===== src/design/icm_pkg.sv =====
// shared constants, request tag type and channel color functions of the color mapper
// no dependencies
`default_nettype none

package icm_pkg;

   // default sizes handed to the top level parameters
   localparam int DEF_COUNT_WIDTH = 16;
   localparam int DEF_MAX_PALETTE = 4096;
   localparam int DEF_SINE_DEPTH  = 1024;

   // register widths and indexes
   localparam int CSR_INDEX_W = 2;
   localparam int CSR_DATA_W  = 16;
   localparam int LEN_W       = 13;
   localparam int MODE_W      = 3;
   localparam logic [CSR_INDEX_W-1:0] CSR_MAX_ITER = 2'd0;
   localparam logic [CSR_INDEX_W-1:0] CSR_PAL_LEN  = 2'd1;
   localparam logic [CSR_INDEX_W-1:0] CSR_PAL_MODE = 2'd2;

   // register reset values
   localparam logic [15:0]       RST_MAX_ITER = 16'd100;
   localparam logic [LEN_W-1:0]  RST_PAL_LEN  = 13'd256;
   localparam logic [MODE_W-1:0] RST_PAL_MODE = 3'd0;

   // palette modes, codes above oceanic act as inverted rainbow
   localparam logic [MODE_W-1:0] MODE_RAINBOW = 3'd0;
   localparam logic [MODE_W-1:0] MODE_GRAY    = 3'd1;
   localparam logic [MODE_W-1:0] MODE_SUNSET  = 3'd2;
   localparam logic [MODE_W-1:0] MODE_OCEAN   = 3'd3;

   // phase constants in Q0.16 turns
   localparam logic [15:0] THIRD_TURN      = 16'd21845;
   localparam logic [15:0] TWO_THIRDS_TURN = 16'd43691;
   localparam logic [15:0] HALF_TURN       = 16'd32768;

   // 0.3 in Q0.16 and pi in Q2.30
   localparam int OCEAN_AMP = 19661;
   localparam longint unsigned PI_Q30 = 64'd3373259426;

   // control that travels with a request through the pipeline
   typedef struct packed {
      logic valid;
      logic in_set;
   } icm_tag_type;

   // 255 * (32768 + s) >> 16
   function automatic logic [7:0] wave_half(input logic signed [15:0] s);
      logic [15:0] v;
      logic [23:0] m;
      v = {~s[15], s[14:0]};
      m = {v, 8'd0} - 24'(v);
      return m[23:16];
   endfunction

   // 255 * (0.3 * s + 0.5) in fixed point
   function automatic logic [7:0] wave_ocean(input logic signed [15:0] s);
      logic signed [31:0] q;
      logic [38:0]        m;
      q = 32'(32'(signed'(OCEAN_AMP)) * 32'(s)) + 32'sd1073741824;
      m = {q[30:0], 8'd0} - 39'(q[30:0]);
      return m[38:31];
   endfunction

   // 255 * max(s, 0) >> 15
   function automatic logic [7:0] sun_rise(input logic signed [15:0] s);
      logic [14:0] p;
      logic [22:0] m;
      p = s[15] ? 15'd0 : s[14:0];
      m = {p, 8'd0} - 23'(p);
      return m[22:15];
   endfunction

   // 255 * (32768 - max(s, 0)) >> 15, clamped to 255
   function automatic logic [7:0] sun_fall(input logic signed [15:0] s);
      logic [14:0] p;
      logic [15:0] w;
      logic [23:0] m;
      p = s[15] ? 15'd0 : s[14:0];
      w = 16'd32768 - 16'(p);
      m = {w, 8'd0} - 24'(w);
      return m[23] ? 8'hFF : m[22:15];
   endfunction

endpackage

`default_nettype wire


===== src/design/icm_divider.sv =====
// pipelined restoring division: count modulo palette size, then the Q0.16 phase
// and the grayscale level, one bit per stage; depends on icm_pkg
`default_nettype none

module icm_divider import icm_pkg::*; #(
   parameter int COUNT_WIDTH = DEF_COUNT_WIDTH,
   parameter int MAX_PALETTE = DEF_MAX_PALETTE
) (
   input  wire logic                         clock,
   input  wire logic                         reset,
   input  wire logic                         adv,
   input  wire icm_tag_type                  in_tag,
   input  wire logic [COUNT_WIDTH-1:0]       in_count,
   input  wire logic [$clog2(MAX_PALETTE+1)-1:0] n,
   output      icm_tag_type                  out_tag,
   output      logic [15:0]                  out_phase,
   output      logic [7:0]                   out_gray
);

   localparam int NW = $clog2(MAX_PALETTE + 1);
   localparam int GW = NW + 8;
   localparam int TS = 16;

   // modulo stages
   logic [COUNT_WIDTH:0]   md_valid_ff;
   logic                   md_inside_ff [0:COUNT_WIDTH];
   logic [NW-1:0]          md_rem_ff    [0:COUNT_WIDTH];
   logic [COUNT_WIDTH-1:0] md_cnt_ff    [0:COUNT_WIDTH];
   logic [NW:0]            md_shift     [0:COUNT_WIDTH-1];
   logic [NW-1:0]          md_rem_in    [0:COUNT_WIDTH-1];

   // phase and gray stages
   logic [TS:0]   dv_valid_ff;
   logic          dv_inside_ff [0:TS];
   logic [NW-1:0] dv_rem_ff    [0:TS];
   logic [GW-1:0] dv_num_ff    [0:TS];
   logic [15:0]   dv_q_ff      [0:TS];
   logic [7:0]    dv_g_ff      [0:TS];
   logic [NW:0]   dv_shift     [0:TS-1];
   logic [NW-1:0] dv_rem_in    [0:TS-1];
   logic [15:0]   dv_q_in      [0:TS-1];
   logic [GW-1:0] dv_num_in    [0:TS-1];
   logic [7:0]    dv_g_in      [0:TS-1];
   logic [GW-1:0] dv_dsh       [0:TS-1];

   logic [NW-1:0] nm1;
   logic [NW-1:0] idx;

   assign nm1 = n - NW'(1);
   assign idx = md_rem_ff[COUNT_WIDTH];

   // one remainder bit per stage
   always_comb begin
      for (int k = 0; k < COUNT_WIDTH; k++) begin
         md_shift[k] = {md_rem_ff[k], md_cnt_ff[k][COUNT_WIDTH-1-k]};
         if (md_shift[k] >= {1'b0, n}) begin
            md_rem_in[k] = NW'(md_shift[k] - {1'b0, n});
         end else begin
            md_rem_in[k] = NW'(md_shift[k]);
         end
      end
   end

   // one phase bit per stage, gray level bits in the first eight
   always_comb begin
      for (int j = 0; j < TS; j++) begin
         dv_shift[j] = {dv_rem_ff[j], 1'b0};
         if (dv_shift[j] >= {1'b0, n}) begin
            dv_rem_in[j] = NW'(dv_shift[j] - {1'b0, n});
            dv_q_in[j]   = {dv_q_ff[j][14:0], 1'b1};
         end else begin
            dv_rem_in[j] = NW'(dv_shift[j]);
            dv_q_in[j]   = {dv_q_ff[j][14:0], 1'b0};
         end
         dv_dsh[j]    = '0;
         dv_num_in[j] = dv_num_ff[j];
         dv_g_in[j]   = dv_g_ff[j];
         if (j < 8) begin
            dv_dsh[j] = GW'(nm1) << (7 - j);
            if (dv_num_ff[j] >= dv_dsh[j]) begin
               dv_num_in[j] = dv_num_ff[j] - dv_dsh[j];
               dv_g_in[j]   = dv_g_ff[j] | (8'd1 << (7 - j));
            end
         end
      end
   end

   // stage valid bits
   always_ff @(posedge clock) begin
      if (reset) begin
         md_valid_ff <= '0;
         dv_valid_ff <= '0;
      end else if (adv) begin
         md_valid_ff <= {md_valid_ff[COUNT_WIDTH-1:0], in_tag.valid};
         dv_valid_ff <= {dv_valid_ff[TS-1:0], md_valid_ff[COUNT_WIDTH]};
      end
   end

   // stage payload
   always_ff @(posedge clock) begin
      if (adv) begin
         md_rem_ff[0]    <= '0;
         md_cnt_ff[0]    <= in_count;
         md_inside_ff[0] <= in_tag.in_set;
         for (int k = 0; k < COUNT_WIDTH; k++) begin
            md_rem_ff[k+1]    <= md_rem_in[k];
            md_cnt_ff[k+1]    <= md_cnt_ff[k];
            md_inside_ff[k+1] <= md_inside_ff[k];
         end
         dv_rem_ff[0]    <= idx;
         dv_num_ff[0]    <= {idx, 8'd0} - GW'(idx);
         dv_q_ff[0]      <= '0;
         dv_g_ff[0]      <= '0;
         dv_inside_ff[0] <= md_inside_ff[COUNT_WIDTH];
         for (int j = 0; j < TS; j++) begin
            dv_rem_ff[j+1]    <= dv_rem_in[j];
            dv_num_ff[j+1]    <= dv_num_in[j];
            dv_q_ff[j+1]      <= dv_q_in[j];
            dv_g_ff[j+1]      <= dv_g_in[j];
            dv_inside_ff[j+1] <= dv_inside_ff[j];
         end
      end
   end

   assign out_tag.valid  = dv_valid_ff[TS];
   assign out_tag.in_set = dv_inside_ff[TS];
   assign out_phase      = dv_q_ff[TS];
   assign out_gray       = dv_g_ff[TS];

endmodule

`default_nettype wire


===== config.mk =====
export PLATFORM = sky130hd
export DESIGN_NAME = icm_divider
export DESIGN_NICKNAME = d
export VERILOG_FILES = /design/src/design/icm_pkg.sv /design/src/design/icm_divider.sv
export SDC_FILE = /design/constraint.sdc
export NUM_CORES = 2
export LEC_CHECK = 0
export BUFFER_PORTS_ARGS = -buffer_cell sky130_fd_sc_hd__buf_2
export CAP_MARGIN = 20
export CORE_MARGIN = 8
export CORE_UTILIZATION = 60
export CTS_CLUSTER_SIZE = 12
export DETAILED_ROUTE_END_ITERATION = 10
export GPL_ROUTABILITY_DRIVEN = 0
export PLACE_DENSITY = 0.76
export SETUP_SLACK_MARGIN = 0.05
export SLEW_MARGIN = 20
export SYNTH_ARGS = -nofsm -noshare
export SYNTH_HDL_FRONTEND = slang
export SYNTH_SLANG_ARGS = --single-unit

===== constraint.sdc =====
create_clock -name clock -period 5.8 [get_ports clock]
set_input_delay 0 -clock clock [delete_from_list [all_inputs] [get_ports clock]]
set_output_delay 0 -clock clock [all_outputs]
set_load 0.02 [all_outputs]

==> summary.md <==
| Metric | Value |
|---|---|
| Peak VDD IR | `~0.28 mV` |
| Netlist Area Pre-Place | `58410 µm²` |
| Place WS | `between 800 and 900 ps` |
| TritonCTS clock tree | `yes` |
| Top-area cell type share of the netlist area | `50.84%` |
| Gr usage total | `21.64%` |
| Clock skew | `14.26 ps` |
| Final setup viols | `0` |
| Post-synth EDFFs | `989` |
| Final Hold Vio Count | `0` |
| Worst R2R Start | `dv_num_ff[0][7]` |
| Worst Path Required | `roughly 6200 ps` |
| P per Cell Area | `542.4 nW/µm²` |
| Worst Reg2Reg Path Length in Cells | `14` |
| Clk root buf | `clkbuf_16` |
| Ys flop type | `edfxtp_1` |
| DRC viols | `0` |
| Number of global-route vias before repair | `38140` |
| MaxCap Viol Count | `0` |
| Worst R2R End | `dv_num_ff[0][30]` |
| Final core occ | `between 60% and 70%` |
| Drt pass-1 iters | `6` |
| Post-synth ARST share | `0%` |
| Post-cts resize count | `0` |
| Die X-Extent | `between 300 and 400 µm` |
| CTS Buffer Depth | `3` |
| H-tree depth | `3` |
| Worst Setup Slack, final | `1216 ps` |
| Period utilisation layout | `79.04%` |
| Clock transition at path regs | `60 ps` |
| # port buffers | `59` |
| Final HPWL DP | `79950 µm` |
| Maximum clock frequency | `218.1 MHz` |
| Smallest hold slack | `between 50 and 60 ps` |
| Wire length per cell | `18.02 µm` |
| CP Data Arrival Time | `5030 ps` |
| Origin of the worst min-delay path | `in_count[8]` |
| Gate count of the mapped netlist | `approximately 5000` |
| CTS Sinks | `1023` |
| Post-Syn Area per Cell | `11.45 µm²` |
| Synth Net Count | `around 5700` |
| Crit Path Max Fanout | `17` |
| Die area | `107600 µm²` |
| Largest net degree at the start of global routing | `197` |
| Setup crit end kind | `register` |
| GR Overflow Total | `0` |
| Share of cells above drive strength 1 | `9.739%` |
| Core Region | `about 97000 µm²` |
| Vias per Instance | `5.955` |
| Leak | `about 25 nW` |
| Setup Total Neg Slack | `0 ps` |
| Initial antenna violation count | `3` |
| Hold depth | `2` |
| Post-synth cell types | `81` |
| Ports | `60` |
| ANT nets after route | `0` |
| Total CTS buffers | `110` |
| Min Clock Period, post-route | `4584 ps` |
| Normalized max-slew margin | `19.41%` |
| Synth area leader | `edfxtp_1` |
| Synth Warn # | `0` |
| FP Rows | `between 100 and 150` |
| Synth top area cells | `edfxtp_1, ha_1, xnor2_1` |
| DRT iter0 DRCs | `2842` |
| RSZ-0062 raised after global routing | `no` |
| Routed via count | `approximately 40000` |
| Outcome | `finished, final reports clean` |
| Slew Viols, Final | `0` |
| Most instantiated cells after synthesis | `edfxtp_1, nand2_1, ha_1` |
| Top-count cell post-synth | `edfxtp_1` |
| Worst-Margin Slew | `1209 ps` |
| Initial Util | `60.49%` |
| Synthesis-stage register bit count | `a little over 1000` |
| Register-to-register setup slack | `around 1400 ps` |
| Hold/Removal Path Class | `in -> reg` |
| Type of origin of the critical path | `input pin` |
| Skew-Pair Late Insertion Delay | `roughly 700 ps` |
| N_diodes | `0` |
| Layout Nets | `5798` |
| Sequential-to-total area share from yosys stat | `52.01%` |
| DRT Wirelength | `119000 µm` |
| Syn-to-layout area delta | `10.09%` |
| Total power | `34.88 mW` |
| Worst Hold Path EP | `md_cnt_ff[0][8]` |
| Crit path kind | `in -> reg` |
| Die H | `328.0 µm` |
| First-pass GRT wire length | `191700 µm` |
[critical path, stage by stage]
cell and delay [ps]:
dlygate4sd3_1 630, buf_4 220, inv_2 70, ha_1 270, nand3_1 130, xnor2_1 420
buf_4 250, ha_1 290, a21o_1 170, a31o_2 220, a2111oi_0 630, o31ai_1 170
a21oi_1 270, nand2b_1 140, a31oi_1 120, a21oi_1 290, inv_1 310, buf_4 260
nand3_1 80, xnor2_1 60
[metrics by stage]
step | std cells | instance area, µm²
3_3_place_gp | 6367 | 60400
5_1_grt | 6605 | 64310
4_1_cts | 6605 | 64300
6_report | 6605 | 64310
3_5_place_dp | 6368 | 60420
2_1_floorplan | 5101 | 58410
[per-layer routing]
layer	global-route usage (%)	wire length, µm	vias up
li1	-	-	19320
met1	29.24	53020	18740
met2	36.08	56120	1043
met3	3.373	6483	235
met4	6.567	3379	0
met5	0	0	-
[sequential cells by signal (all words and copies together) (netlist names)]
register	cells
dv_valid_ff	17
md_inside_ff	17
dv_rem_ff	208
dv_num_ff	167
md_rem_ff	208
md_valid_ff	17
dv_q_ff	136
dv_inside_ff	17
dv_g_ff	100
md_cnt_ff	136
[worst max path at each step]
stage / slack [ps] / cells past startpoint / to / start
floorplan: 690 / 16 / dv_num_ff[0][149] / n[0]
global placement: 980 / 16 / dv_num_ff[0][166] / n[4]
detailed placement: 900 / 16 / dv_num_ff[0][166] / n[4]
CTS: 1300 / 14 / dv_num_ff[0][29] / n[1]
global route: 990 / 20 / dv_num_ff[0][119] / n[1]
finish: 1220 / 20 / dv_num_ff[0][119] / n[1]
[logic make-up after synthesis]
| kind of cell | after synthesis | share of synthesized area, % |
|---|---|---|
| xor+xnor | 391 | 5.946 |
| mux | 209 | 3.922 |
| compound gates | 1102 | 11.81 |
| buf+inv | 373 | 2.592 |
| flops | 1023 | 52.01 |
| fa+ha+maj | 538 | 11.93 |
| simple gates | 1465 | 11.80 |
[power breakdown]
group	internal [mW]	total, mW	leakage, nW	switching [mW]
logic	6.95	15.2	13.4	8.20
registers	11.5	12.9	9.91	1.40
clock network	3.99	6.83	1.70	2.84
[layout make-up]
cell class	instances	area, µm²
Clock buffer	144	2930
Clock inverter	54	565.5
Fill cell	7200	32260
Inverter	236	885.9
Multi-Input combinational cell	3705	26670
Sequential cell	1023	30380
Tap cell	1276	1597
Timing Repair Buffer	167	1281
[repair_timing]
action                                 4_1_cts  5_1_grt
buffers inserted                             0        0
hold buffers                                39        0
endpoints found under the hold margin      154        0
[cell usage in the layout, fill, tap and decap left out, types with 66 or more instances in the layout]
cell       Yosys  final
edfxtp_1     989    989
nand2_1      486    486
ha_1         484    484
nor2_1       379    379
o21ai_0      385    378
a21oi_1      242    241
xnor2_1      225    223
inv_1        234    222
xor2_1       162    162
mux2_2       151    151
clkbuf_16      0    110
nor3_1        89     89
nand4_1       85     85
nor2b_1       83     83
a21boi_0      82     82
o31ai_1       77     76
nand3_1       66     66
buf_4         25     66
(Power assumes the default switching activity.)
